<file path="src/hdl/ptrk_pkg.sv">
package ptrk_pkg;

	// Field widths shared by the ports and the datapath.
	localparam int unsigned COORD_W   = 16;
	localparam int unsigned SIZE_W    = 13;
	localparam int unsigned CENTER_W  = SIZE_W - 1;
	localparam int unsigned FUNC_W    = 3;
	localparam int unsigned BTN_W     = 3;
	localparam int unsigned CODE_W    = 2;
	localparam int unsigned CFG_IDX_W = 3;

	// Packed stream widths, padded to whole bytes.
	localparam int unsigned IN_FIELDS_W  = 4 * COORD_W + BTN_W;
	localparam int unsigned IN_DATA_W    = ((IN_FIELDS_W + 7) / 8) * 8;
	localparam int unsigned OUT_FIELDS_W = 8 * COORD_W + 3 * CODE_W;
	localparam int unsigned OUT_DATA_W   = ((OUT_FIELDS_W + 7) / 8) * 8;

	// Quotient bits produced by the divider; one bit per cycle.
	localparam int unsigned DIV_STEPS = 17;
	localparam int unsigned DIV_CNT_W = $clog2(DIV_STEPS);

	// Item function codes.
	localparam logic [FUNC_W-1:0] FUNC_POLL       = 3'd0;
	localparam logic [FUNC_W-1:0] FUNC_SET_NORM   = 3'd1;
	localparam logic [FUNC_W-1:0] FUNC_RECENTER   = 3'd2;
	localparam logic [FUNC_W-1:0] FUNC_RECENTER_X = 3'd3;
	localparam logic [FUNC_W-1:0] FUNC_CLEAR      = 3'd4;

	// Configuration register indexes.
	localparam logic [CFG_IDX_W-1:0] CFG_SENS_X = 3'd0;
	localparam logic [CFG_IDX_W-1:0] CFG_SENS_Y = 3'd1;
	localparam logic [CFG_IDX_W-1:0] CFG_WIDTH  = 3'd2;
	localparam logic [CFG_IDX_W-1:0] CFG_HEIGHT = 3'd3;
	localparam logic [CFG_IDX_W-1:0] CFG_WRAP   = 3'd4;

	// Button transition codes.
	localparam logic [CODE_W-1:0] BTN_IDLE     = 2'd0;
	localparam logic [CODE_W-1:0] BTN_PRESSED  = 2'd1;
	localparam logic [CODE_W-1:0] BTN_HELD     = 2'd2;
	localparam logic [CODE_W-1:0] BTN_RELEASED = 2'd3;

	// Divide jobs: cursor offset X/Y, then motion X/Y.
	localparam logic [1:0] JOB_POS_X  = 2'd0;
	localparam logic [1:0] JOB_POS_Y  = 2'd1;
	localparam logic [1:0] JOB_MOVE_X = 2'd2;
	localparam logic [1:0] JOB_MOVE_Y = 2'd3;

	// Reset values.
	localparam logic signed [COORD_W-1:0] SENS_RESET   = 16'sd256;
	localparam logic [SIZE_W-1:0]         WIDTH_RESET  = 13'd640;
	localparam logic [SIZE_W-1:0]         HEIGHT_RESET = 13'd480;

	typedef enum logic [2:0] {
		ST_IDLE,
		ST_MUL,
		ST_SCALE,
		ST_MOVE,
		ST_DIV_LOAD,
		ST_DIV_RUN,
		ST_DIV_STORE,
		ST_RESULT
	} state_t;

endpackage

</file>
<file path="src/hdl/pointer_cursor_tracker_unit.sv">
// Channel   Direction  Handshake               Payload
// s_*       in         s_tvalid / s_tready     s_tdata: motion, buttons, targets; s_tuser: func
// m_*       out        m_tvalid / m_tready     m_tdata: cursor, deltas, normalized, buttons
// cfg_*     in         cfg_valid / cfg_ready   cfg_index, cfg_data
//
// A poll runs two multiplies, one clamp step and four divides on the one bit-per-cycle
// divider. Clear transitions runs two divides, set normalized two multiplies, and the
// other functions go straight to the result. A new item is taken only in the idle state.
// arst_n clears the cursor to the center of the reset client size and all control state.
// A result waits in the output register while the next item is taken; a stalled output
// holds the sequencer before it overwrites that register. cfg_ready is always high.
module pointer_cursor_tracker_unit
	import ptrk_pkg::*;
(
	input  logic                  clk,
	input  logic                  arst_n,
	// s_tdata from bit 0: raw_dx, raw_dy, button_bits, target_norm_x, target_norm_y, zeros
	input  logic                  s_tvalid,
	output logic                  s_tready,
	input  logic [IN_DATA_W-1:0]  s_tdata,
	// s_tuser: func
	input  logic [FUNC_W-1:0]     s_tuser,
	// m_tdata from bit 0: cursor_x, cursor_y, scaled_dx, scaled_dy, pos_norm_x,
	// pos_norm_y, move_norm_x, move_norm_y, left_code, right_code, middle_code, zeros
	output logic                  m_tvalid,
	input  logic                  m_tready,
	output logic [OUT_DATA_W-1:0] m_tdata,
	input  logic                  cfg_valid,
	output logic                  cfg_ready,
	input  logic [CFG_IDX_W-1:0]  cfg_index,
	input  logic [COORD_W-1:0]    cfg_data
);

	// Configuration registers.
	logic signed [COORD_W-1:0] sens_x_q, sens_y_q;
	logic [SIZE_W-1:0]         width_q, height_q;
	logic                      wrap_q;

	// Tracker state.
	logic signed [COORD_W-1:0] pos_x_q, pos_y_q, npos_x_q, npos_y_q;
	logic [BTN_W-1:0]          cur_btn_q, prev_btn_q;
	logic [3*CODE_W-1:0]       codes_q;

	// Working registers of the current item.
	state_t                    state_q, state_d;
	logic [FUNC_W-1:0]         func_q;
	logic signed [COORD_W-1:0] raw_dx_q, raw_dy_q, tgt_x_q, tgt_y_q;
	logic [BTN_W-1:0]          btn_in_q;
	logic signed [COORD_W-1:0] sdx_q, sdy_q, mnx_q, mny_q;
	logic                      axis_q;
	logic signed [33:0]        prod_q;
	logic [1:0]                job_q;
	logic [DIV_CNT_W-1:0]      div_cnt_q;
	logic [CENTER_W-1:0]       rem_q, dc_q;
	logic [DIV_STEPS-1:0]      nq_q;
	logic                      neg_q, ovf_q;

	// Output register.
	logic                      m_tvalid_q;
	logic [OUT_DATA_W-1:0]     out_data_q;

	// Handshake strobes.
	logic in_fire, out_load;

	logic [CENTER_W-1:0] cx, cy;
	assign cx = width_q[SIZE_W-1:1];
	assign cy = height_q[SIZE_W-1:1];

	function automatic logic signed [COORD_W-1:0] sat16(input logic signed [33:0] v);
		logic signed [COORD_W-1:0] r;
		if (v > 34'sd32767) begin
			r = 16'sh7FFF;
		end else if (v < -34'sd32768) begin
			r = 16'sh8000;
		end else begin
			r = v[COORD_W-1:0];
		end
		return r;
	endfunction

	function automatic logic signed [COORD_W-1:0] clamp_axis(
		input logic signed [16:0] sum,
		input logic [SIZE_W-1:0]  size,
		input logic               wrap
	);
		logic signed [16:0] v;
		logic signed [16:0] lim;
		lim = $signed({4'b0, size});
		if (wrap) begin
			v = sum;
			if (sum > 17'sd32767) begin
				v = 17'sd32767;
			end else if (sum < -17'sd32768) begin
				v = -17'sd32768;
			end
		end else begin
			v = (sum < 17'sd0) ? 17'sd0 : sum;
			if (v >= lim) begin
				v = lim - 17'sd1;
			end
		end
		return v[COORD_W-1:0];
	endfunction

	function automatic logic signed [COORD_W-1:0] clamp_norm(input logic signed [15:0] n);
		logic signed [COORD_W-1:0] r;
		if (n > 16'sd16384) begin
			r = 16'sd16384;
		end else if (n < -16'sd16384) begin
			r = -16'sd16384;
		end else begin
			r = n;
		end
		return r;
	endfunction

	function automatic logic [CODE_W-1:0] btn_code(input logic c, input logic p);
		logic [CODE_W-1:0] r;
		if (c) begin
			r = p ? BTN_HELD : BTN_PRESSED;
		end else begin
			r = p ? BTN_RELEASED : BTN_IDLE;
		end
		return r;
	endfunction

	// Multiplier operands: gain times raw motion for a poll, center times
	// normalized target for set normalized.
	logic signed [16:0] mul_a, mul_b;
	always_comb begin
		if (func_q == FUNC_POLL) begin
			mul_a = axis_q ? {raw_dy_q[15], raw_dy_q} : {raw_dx_q[15], raw_dx_q};
			mul_b = axis_q ? {sens_y_q[15], sens_y_q} : {sens_x_q[15], sens_x_q};
		end else begin
			mul_a = $signed({5'b0, (axis_q ? cy : cx)});
			mul_b = axis_q ? {tgt_y_q[15], tgt_y_q} : {tgt_x_q[15], tgt_x_q};
		end
	end

	// Truncating shifts of the registered product toward zero.
	logic signed [33:0] shr8, shr14;
	logic signed [16:0] set_pos;
	always_comb begin
		shr8    = (prod_q + (prod_q[33] ? 34'sd255 : 34'sd0)) >>> 8;
		shr14   = (prod_q + (prod_q[33] ? 34'sd16383 : 34'sd0)) >>> 14;
		set_pos = $signed({5'b0, (axis_q ? cy : cx)}) + shr14[16:0];
	end

	// Cursor plus scaled motion, per axis.
	logic signed [16:0] sum_x, sum_y;
	assign sum_x = {pos_x_q[15], pos_x_q} + {sdx_q[15], sdx_q};
	assign sum_y = {pos_y_q[15], pos_y_q} + {sdy_q[15], sdy_q};

	// Divider job setup: dividend, its sign and magnitude, and the overflow check.
	logic signed [16:0]  div_v;
	logic [16:0]         div_abs;
	logic [CENTER_W-1:0] div_c;
	logic                div_ovf;
	always_comb begin
		unique case (job_q)
			JOB_POS_X:  div_v = {pos_x_q[15], pos_x_q} - $signed({5'b0, cx});
			JOB_POS_Y:  div_v = {pos_y_q[15], pos_y_q} - $signed({5'b0, cy});
			JOB_MOVE_X: div_v = {sdx_q[15], sdx_q};
			default:    div_v = {sdy_q[15], sdy_q};
		endcase
		div_c   = job_q[0] ? cy : cx;
		div_abs = div_v[16] ? 17'(-div_v) : 17'(div_v);
		// The quotient exceeds its 17 bits when the top dividend part reaches the divisor.
		div_ovf = div_abs[16:3] >= {2'b0, div_c};
	end

	// One restoring divide step.
	logic [CENTER_W:0] div_t;
	logic              div_ge;
	logic [CENTER_W:0] div_sub;
	always_comb begin
		div_t   = {rem_q, nq_q[DIV_STEPS-1]};
		div_ge  = div_t >= {1'b0, dc_q};
		div_sub = div_t - {1'b0, dc_q};
	end

	// Saturated, signed quotient of the finished job.
	logic signed [COORD_W-1:0] div_res;
	always_comb begin
		if (dc_q == '0) begin
			div_res = '0;
		end else if (neg_q) begin
			if (ovf_q || nq_q > 17'd32768) begin
				div_res = 16'sh8000;
			end else begin
				div_res = 16'(-$signed({1'b0, nq_q[15:0]}));
			end
		end else begin
			if (ovf_q || nq_q > 17'd32767) begin
				div_res = 16'sh7FFF;
			end else begin
				div_res = nq_q[15:0];
			end
		end
	end

	// Next state.
	always_comb begin
		state_d = state_q;
		unique case (state_q)
			ST_IDLE: begin
				if (s_tvalid) begin
					if (s_tuser == FUNC_POLL || s_tuser == FUNC_SET_NORM) begin
						state_d = ST_MUL;
					end else if (s_tuser == FUNC_CLEAR) begin
						state_d = ST_MOVE;
					end else begin
						state_d = ST_RESULT;
					end
				end
			end
			ST_MUL:   state_d = ST_SCALE;
			ST_SCALE: begin
				if (!axis_q) begin
					state_d = ST_MUL;
				end else if (func_q == FUNC_POLL) begin
					state_d = ST_MOVE;
				end else begin
					state_d = ST_RESULT;
				end
			end
			ST_MOVE:     state_d = ST_DIV_LOAD;
			ST_DIV_LOAD: state_d = ST_DIV_RUN;
			ST_DIV_RUN: begin
				if (div_cnt_q == '0) begin
					state_d = ST_DIV_STORE;
				end
			end
			ST_DIV_STORE: begin
				if (job_q == JOB_MOVE_Y || (func_q != FUNC_POLL && job_q == JOB_POS_Y)) begin
					state_d = ST_RESULT;
				end else begin
					state_d = ST_DIV_LOAD;
				end
			end
			ST_RESULT: begin
				if (!m_tvalid_q || m_tready) begin
					state_d = ST_IDLE;
				end
			end
			default: state_d = ST_IDLE;
		endcase
	end

	// Handshake outputs of the sequencer.
	always_comb begin
		s_tready  = (state_q == ST_IDLE);
		cfg_ready = 1'b1;
		in_fire   = s_tvalid && (state_q == ST_IDLE);
		out_load  = (state_q == ST_RESULT) && (!m_tvalid_q || m_tready);
	end

	always_ff @(posedge clk or negedge arst_n) begin
		if (!arst_n) begin
			state_q <= ST_IDLE;
		end else begin
			state_q <= state_d;
		end
	end

	// Configuration writes.
	always_ff @(posedge clk or negedge arst_n) begin
		if (!arst_n) begin
			sens_x_q <= SENS_RESET;
			sens_y_q <= SENS_RESET;
			width_q  <= WIDTH_RESET;
			height_q <= HEIGHT_RESET;
			wrap_q   <= 1'b0;
		end else if (cfg_valid) begin
			unique case (cfg_index)
				CFG_SENS_X: sens_x_q <= cfg_data;
				CFG_SENS_Y: sens_y_q <= cfg_data;
				CFG_WIDTH:  width_q  <= cfg_data[SIZE_W-1:0];
				CFG_HEIGHT: height_q <= cfg_data[SIZE_W-1:0];
				CFG_WRAP:   wrap_q   <= cfg_data[0];
				default: ;
			endcase
		end
	end

	// Tracker state and working registers.
	always_ff @(posedge clk or negedge arst_n) begin
		if (!arst_n) begin
			pos_x_q    <= $signed({4'b0, WIDTH_RESET[SIZE_W-1:1]});
			pos_y_q    <= $signed({4'b0, HEIGHT_RESET[SIZE_W-1:1]});
			npos_x_q   <= '0;
			npos_y_q   <= '0;
			cur_btn_q  <= '0;
			prev_btn_q <= '0;
			codes_q    <= '0;
			func_q     <= FUNC_POLL;
			axis_q     <= 1'b0;
			job_q      <= JOB_POS_X;
			div_cnt_q  <= '0;
		end else begin
			unique case (state_q)
				ST_IDLE: begin
					if (in_fire) begin
						func_q <= s_tuser;
						axis_q <= 1'b0;
						job_q  <= JOB_POS_X;
						unique case (s_tuser)
							FUNC_RECENTER: begin
								pos_x_q  <= $signed({4'b0, cx});
								pos_y_q  <= $signed({4'b0, cy});
								npos_x_q <= '0;
								npos_y_q <= '0;
							end
							FUNC_RECENTER_X: pos_x_q <= $signed({4'b0, cx});
							default: ;
						endcase
					end
				end
				ST_SCALE: begin
					axis_q <= ~axis_q;
					if (func_q == FUNC_SET_NORM) begin
						if (axis_q) begin
							pos_y_q  <= set_pos[COORD_W-1:0];
							npos_y_q <= tgt_y_q;
						end else begin
							pos_x_q  <= set_pos[COORD_W-1:0];
							npos_x_q <= tgt_x_q;
						end
					end
				end
				ST_MOVE: begin
					pos_x_q    <= clamp_axis(sum_x, width_q, wrap_q);
					pos_y_q    <= clamp_axis(sum_y, height_q, wrap_q);
					prev_btn_q <= cur_btn_q;
					if (func_q == FUNC_POLL) begin
						cur_btn_q <= btn_in_q;
						codes_q   <= {btn_code(btn_in_q[2], cur_btn_q[2]),
						              btn_code(btn_in_q[1], cur_btn_q[1]),
						              btn_code(btn_in_q[0], cur_btn_q[0])};
					end else begin
						codes_q <= '0;
					end
				end
				ST_DIV_LOAD: div_cnt_q <= DIV_CNT_W'(DIV_STEPS - 1);
				ST_DIV_RUN:  div_cnt_q <= div_cnt_q - 1'b1;
				ST_DIV_STORE: begin
					job_q <= job_q + 2'd1;
					unique case (job_q)
						JOB_POS_X: npos_x_q <= div_res;
						JOB_POS_Y: npos_y_q <= div_res;
						default: ;
					endcase
				end
				default: ;
			endcase
		end
	end

	// Payload registers: item fields, product, divider and results.
	always_ff @(posedge clk) begin
		if (in_fire) begin
			raw_dx_q <= s_tdata[15:0];
			raw_dy_q <= s_tdata[31:16];
			btn_in_q <= s_tdata[34:32];
			tgt_x_q  <= clamp_norm(s_tdata[50:35]);
			tgt_y_q  <= clamp_norm(s_tdata[66:51]);
			sdx_q    <= '0;
			sdy_q    <= '0;
			mnx_q    <= '0;
			mny_q    <= '0;
		end
		if (state_q == ST_MUL) begin
			prod_q <= mul_a * mul_b;
		end
		if (state_q == ST_SCALE && func_q == FUNC_POLL) begin
			if (axis_q) begin
				sdy_q <= sat16(shr8);
			end else begin
				sdx_q <= sat16(shr8);
			end
		end
		if (state_q == ST_DIV_LOAD) begin
			rem_q <= div_abs[14:3];
			nq_q  <= {div_abs[2:0], 14'b0};
			neg_q <= div_v[16];
			ovf_q <= div_ovf;
			dc_q  <= div_c;
		end
		if (state_q == ST_DIV_RUN) begin
			rem_q <= div_ge ? div_sub[CENTER_W-1:0] : div_t[CENTER_W-1:0];
			nq_q  <= {nq_q[DIV_STEPS-2:0], div_ge};
		end
		if (state_q == ST_DIV_STORE) begin
			if (job_q == JOB_MOVE_X) begin
				mnx_q <= div_res;
			end else if (job_q == JOB_MOVE_Y) begin
				mny_q <= div_res;
			end
		end
		if (out_load) begin
			out_data_q <= {{(OUT_DATA_W - OUT_FIELDS_W){1'b0}}, codes_q,
			               mny_q, mnx_q, npos_y_q, npos_x_q,
			               sdy_q, sdx_q, pos_y_q, pos_x_q};
		end
	end

	// Output valid: set when a result is loaded, cleared when it is taken.
	always_ff @(posedge clk or negedge arst_n) begin
		if (!arst_n) begin
			m_tvalid_q <= 1'b0;
		end else if (out_load) begin
			m_tvalid_q <= 1'b1;
		end else if (m_tready) begin
			m_tvalid_q <= 1'b0;
		end
	end

	assign m_tvalid = m_tvalid_q;
	assign m_tdata  = out_data_q;

	// Without wrap mode the clamped cursor lies inside the client area.
	assert property (@(posedge clk) disable iff (!arst_n)
		(state_q == ST_DIV_LOAD && job_q == JOB_POS_X && !wrap_q && width_q != '0)
		|-> (pos_x_q >= 16'sd0 && pos_x_q < $signed({3'b0, width_q})))
		else $error("cursor X outside client area after clamp");

	// The divider remainder stays below the divisor on a job that does not overflow.
	assert property (@(posedge clk) disable iff (!arst_n)
		(state_q == ST_DIV_RUN && !ovf_q && dc_q != '0) |-> (rem_q < dc_q))
		else $error("divider remainder not below divisor");

	// A new result appears only from the result state.
	assert property (@(posedge clk) disable iff (!arst_n)
		$rose(m_tvalid_q) |-> $past(state_q == ST_RESULT))
		else $error("result valid raised outside the result state");

	// An accepted item always leaves the idle state.
	assert property (@(posedge clk) disable iff (!arst_n)
		in_fire |=> (state_q != ST_IDLE))
		else $error("item transfer did not start the sequencer");

endmodule
</file>
<file path="config.mk">
export PLATFORM = sky130hd
export DESIGN_NAME = pointer_cursor_tracker_unit
export DESIGN_NICKNAME = d
export VERILOG_FILES = /design/src/hdl/ptrk_pkg.sv /design/src/hdl/pointer_cursor_tracker_unit.sv
export SDC_FILE = /design/constraint.sdc
export NUM_CORES = 2
export LEC_CHECK = 0
export BUFFER_PORTS_ARGS = -buffer_cell sky130_fd_sc_hd__buf_2
export CAP_MARGIN = 20
export CORE_ASPECT_RATIO = 1.4
export CORE_MARGIN = 2
export CORE_UTILIZATION = 44
export CTS_CLUSTER_SIZE = 12
export DETAILED_ROUTE_END_ITERATION = 12
export RECOVER_POWER = 50
export SLEW_MARGIN = 20
export SYNTH_ARGS = -nofsm -noshare
export SYNTH_HDL_FRONTEND = slang
export SYNTH_SLANG_ARGS = --single-unit
export TNS_END_PERCENT = 20
</file>
<file path="constraint.sdc">
create_clock -name clk -period 12.1 [get_ports clk]
set_input_delay 1.21 -clock clk [delete_from_list [all_inputs] [get_ports clk]]
set_output_delay 1.21 -clock clk [all_outputs]
set_load 0.005 [all_outputs]
</file>
* Yosys cells after proc, flatten, opt, wreduce, memory -nomap -nowiden
Cells that the tools add are included.
** Word-level totals
- Register bits :: 489
- Bits in latches :: 0
- Bits in writable memories :: 0
- Bits in read-only memories :: 0
- Input bits :: 99
- Word-level logic and storage cells :: 233
- Memories :: 0
** Cells by class
- Add/sub/neg operators :: 14
- Multiply operators :: 1
- Divide/modulo/power cells :: 0
- Order comparisons :: 18
- Equality and inequality tests :: 30
- Shifts and indexed selects :: 0
- Muxes and demuxes :: 93
- Bitwise logic cells :: 1
- Reduce and logical (&&, ||, !) cells :: 41
** Operator list (count)
- $mux W16 :: 45
- $pmux W16 S3 :: 4
- $mux W17 :: 10
- $mux W12 :: 5
- $gt A17 B16 Y1 const B :: 3
- $pmux W17 S3 :: 1
- $add A16 B16 Y17 :: 2
- $add A34 B9 Y34 :: 1
- $ge A17 B14 Y1 :: 2
- $lt A17 B1 Y1 const B :: 2
- $lt A17 B16 Y1 const B :: 2
- $mul A17 B17 Y34 :: 1
- $sub A16 B13 Y17 :: 2
- $gt A16 B16 Y1 const B :: 2
- $lt A16 B15 Y1 const B :: 2
- $add A30 B15 Y30 :: 1
- $sub A13 B1 Y14 const B :: 2
- $gt A26 B16 Y1 const B :: 1
- $lt A26 B16 Y1 const B :: 1
- $pmux W3 S8 :: 1
- $mux W2 :: 11
- $mux W3 :: 7
- $eq A3 B2 Y1 const B :: 6
- $eq A3 B3 Y1 const B :: 6
- other kinds (36) :: 78

* Depth between registers and ports, before layout
- Depth in word-level cells :: 8
- Gate-level depth with buffers :: 31
- Depth with buffers taken out :: 27

* Least setup slack after synthesis
Ideal clock, no wire load.
- Kind :: input to register
- Start point :: input m_tready
- End point :: register out_data_q[0], in the netlist m_tdata[0] (enable)
- Setup time :: 644 ps
- Data arrival time :: 7244 ps
- Required time :: 11456 ps
- Path slack :: 4211 ps
- Cell stages on the path :: 2
- Cells stage by stage :: nand2b_1 > nor2b_1
** On the way
- Cells in the longest elaborated chain, start to end :: 2
** Ends and longest elaborated chain
- from (decl) :: RTL line pointer_cursor_tracker_unit.sv:26 : input logic m_tready,
- $logic_or A1 B1 Y1 :: RTL line pointer_cursor_tracker_unit.sv:255 : out_load = (state_q == ST_RESULT) && (!m_tvalid_q || m_tready);
- $logic_and A1 B1 Y1 :: RTL line pointer_cursor_tracker_unit.sv:255
- via out_load :: RTL line pointer_cursor_tracker_unit.sv:63 : logic in_fire, out_load;
- to (signal assigned) :: RTL line pointer_cursor_tracker_unit.sv:401 : out_data_q <= {{(OUT_DATA_W - OUT_FIELDS_W){1'b0}}, codes_q,
- to (decl) :: RTL line pointer_cursor_tracker_unit.sv:60 : logic [OUT_DATA_W-1:0] out_data_q;
The timed path passes the listed nets, and every way through them passes these cells.
A chain may end at the register's enable or synchronous reset.

* Worst setup path after layout
- Start point :: register axis_q
- End point :: register prod_q[33] (data pin)
** On the way
- Cells in the longest elaborated chain, start to end :: 3
- Elaborated cells between the ends (all ways) :: 7
- Those cells by class :: 1 x mul; 6 x mux
** Ends and longest elaborated chain
- from (decl) :: RTL line pointer_cursor_tracker_unit.sv:50 : logic axis_q;
- from (signal assigned) :: RTL line pointer_cursor_tracker_unit.sv:320 : axis_q <= ~axis_q;
- $mux W12 (tied with other cells) :: RTL line pointer_cursor_tracker_unit.sv:135 : mul_a = $signed({5'b0, (axis_q ? cy : cx)});
- $mux W17 :: RTL line pointer_cursor_tracker_unit.sv:131 : if (func_q == FUNC_POLL) begin
- $mul A17 B17 Y34 * :: RTL line pointer_cursor_tracker_unit.sv:373 : prod_q <= mul_a * mul_b;
- to (signal assigned) :: RTL line pointer_cursor_tracker_unit.sv:373
- to (decl) :: RTL line pointer_cursor_tracker_unit.sv:51 : logic signed [33:0] prod_q;
Mark *: on every way between the ends. The rest lies on a longest branch, timed or not.

==> qor.csv <==
metric,value,unit
status,"complete, but fails checks",
violated checks,"max-capacitance violations, max-slew violations",
CTS tree,yes,
CP startpoint kind,flip-flop,
vias post-DR,29600,
setup TNS,0,ns
setup bufs post-CTS,0,
share of post-route cells with drive strength above 1,10.6,%
global-route wire length before repair,182000,microns
1st-iter DRT viols,2292,
Crit Path Max Fanout,43,
Critical Path RT,12.45,ns
clock-pin slew on the worst setup and hold paths,0.05,ns
"worst slack, placed",3.27,ns
WP buf/inv,5,
"EDFF count, synth",278,
Post-synth top cells,"439 x inv_1, 398 x nand2_1, 354 x nor2_1",
gr ovfl total,0,
Ys Warns,0,
CP max-delay cell,dfrtp_4,
Sequential Area,13300,sq um
CTS Hold Bufs,0,
P&R area growth vs syn,10.8,%
Crit path max-delay family,adder cells,
Mapped Area,37800,sq um
clk_skew,0.0256,ns
Total GRT Usage,27.7,%
largest net degree at the start of global routing,75,
final core occ,49.0,%
die width,252,microns
critical path depth,26,
crit path DAT,9.15,ns
FF-to-FF path depth,26,
most common cell in the netlist,inv_1,
I/O pin count,238,
fin crit period,8.80,ns
register area share after synthesis,35.3,%
detailed placer's ending HPWL,97100,microns
"Async S/R FF share, synth",30.1,%
Hold WC Path Type,flip-flop to flip-flop,
die height,351,microns
worst hold margin,0.432,ns
die area,88300,sq um
Pins Over Slew Limit,152,
drt via density,5.68,
RSZ-0062 raised after global routing,false,
largest area contributor in the netlist,edfxtp_1,
total wire length,122000,microns
clock latency on the worst-skew pair,0.64,ns
fin nets,4675,
most frequent CP cell,fa_1,
most used flip-flop cell after synthesis,edfxtp_1,
WHS Path Cells,0,
Cell variety after synth,106,
area taken by multi-input logic gates,22300,sq um
total CTS buffers,53,
PostCTS Resize Cnt,0,
PortBufs,229,
vias in the first global route,29700,
clk sink count,489,
worst stage delay on the critical path,0.76,ns
DRC violations left,0,
relative slew slack,-131,%
row count,127,
Initial Utilization,44.3,%
DRT Pass-1 Iters,6,
syn avg cell area,9.80,sq um
setup violators final,0,
H-tree depth,2,
CTS Buffer Depth,3,
Post-Syn Instances,3857,
Least-Margin Pin Slew,3.46,ns
final worst slack,3.30,ns
Post-DRT Antenna Nets,0,
wire length per cell,23.4,microns
initial antenna violation count,5,
Max Cap Viol,3,
achievable frequency,114,MHz
number of fill cells in the layout,8138,
core area,85300,sq um
Crit Path Class,flip-flop to flip-flop,
top-area cell type share of the netlist area,22.1,%
most area-consuming cells after synthesis,"edfxtp_1 22%, fa_1 16%, dfrtp_1 8.8%, ha_1 7.5%, inv_1 4.4%",
Final Hold Viols,0,
Crit. End Element,flip-flop,
root buffer cell,clkbuf_16,
GPL Wtd Cong,0.964,
period utilization,72.7,%
"flops & latches, synth",489,
-- cells by family (layout without fill, tap and decap cells) --
| group | Yosys count | after routing | share of synthesized area (%) |
|---|---|---|---|
| AND/OR/NAND/NOR | 1150 | 1150 | 14.0 |
| AO/OA/AOI/OAI | 820 | 820 | 14.5 |
| buffers and inverters | 594 | 837 | 5.98 |
| adder cells (fa/ha/maj) | 522 | 522 | 23.1 |
| flip-flops | 489 | 489 | 35.3 |
| XOR/XNOR | 162 | 162 | 3.78 |
| multiplexers | 118 | 118 | 3.38 |
| other | 2 | 8 | 0.0199 |
-- final timing paths --
kind | endpoint | start | slack [ns]
max | prod_q[33]$_DFFE_PP_ | axis_q$_DFFE_PN0P_ | 3.30
min | m_tdata[123]$_DFFE_PP_ | mny_q[11]$_DFF_P_ | 0.43
max reg2reg | prod_q[33]$_DFFE_PP_ | axis_q$_DFFE_PN0P_ | 3.30
min reg2reg | m_tdata[123]$_DFFE_PP_ | mny_q[11]$_DFF_P_ | 0.43
max in group asynchronous | axis_q$_DFFE_PN0P_ | arst_n | 6.26
min in group asynchronous | div_cnt_q[3]$_DFFE_PN0P_ | arst_n | 1.41
-- metrics by stage --
| stage | cells | instance area [sq um] |
|---|---|---|
| finish | 5202 | 41900 |
| global route | 5199 | 41800 |
| CTS | 5196 | 42000 |
| detailed placement | 5097 | 40300 |
| global placement | 5097 | 40300 |
| floorplan | 3858 | 37800 |
-- layout by cell type (no fill, tap or decap), types with 14 or more instances in the layout --
master and instances:
a211oi_1 22, a21o_1 56, a21oi_1 187, a22o_1 35, a22oi_1 47, a31oi_1 25
and2_0 15, and2_1 41, and3_1 36, buf_2 169, buf_4 55, clkbuf_1 94
clkbuf_16 55, dfrtp_1 132, dfxtp_1 64, edfxtp_1 278, fa_1 293, ha_1 226
inv_1 439, mux2_2 65, mux2i_1 49, nand2_1 398, nand2b_1 38, nand3_1 52
nand4_1 29, nor2_1 350, nor2b_1 38, nor3_1 44, nor4_1 25, o211ai_1 20
o21a_1 40, o21ai_0 160, o21ai_1 44, or2_2 14, or3_1 21, xnor2_1 110
xor2_1 51
-- metal layers --
layer	wire [microns]	track usage, %	vias up
met1	44500	31.0	14500
met5	16	0	-
met2	61200	48.2	907
li1	-	-	13700
met4	10500	20.3	4
met3	5710	3.82	367
-- final cells by class --
| cell class | instances | share of cell area (%) |
|---|---|---|
| multi-input cells | 2775 | 53.2 |
| flip-flops and latches | 489 | 31.8 |
| inverters | 443 | 3.98 |
| repair buffers | 295 | 3.68 |
| clock buffers | 82 | 3.60 |
| well taps | 1096 | 3.28 |
| clock inverters | 17 | 0.371 |
| diodes | 5 | 0.0299 |
-- flip-flops by register name, summed over array words and instances, names as in the netlist, 5 cells and up --
register	flops
codes_q	6
dc_q	12
div_cnt_q	5
height_q	13
m_tdata	134
mnx_q	16
mny_q	16
npos_x_q	16
npos_y_q	16
nq_q	17
pos_x_q	16
pos_y_q	16
prod_q	34
raw_dx_q	16
raw_dy_q	16
rem_q	12
sdx_q	16
sdy_q	16
sens_x_q	16
sens_y_q	16
tgt_x_q	16
tgt_y_q	16
width_q	13
Power is not shown: default switching activity piles up to over one toggle a cycle in this logic, so the estimate is an artifact.
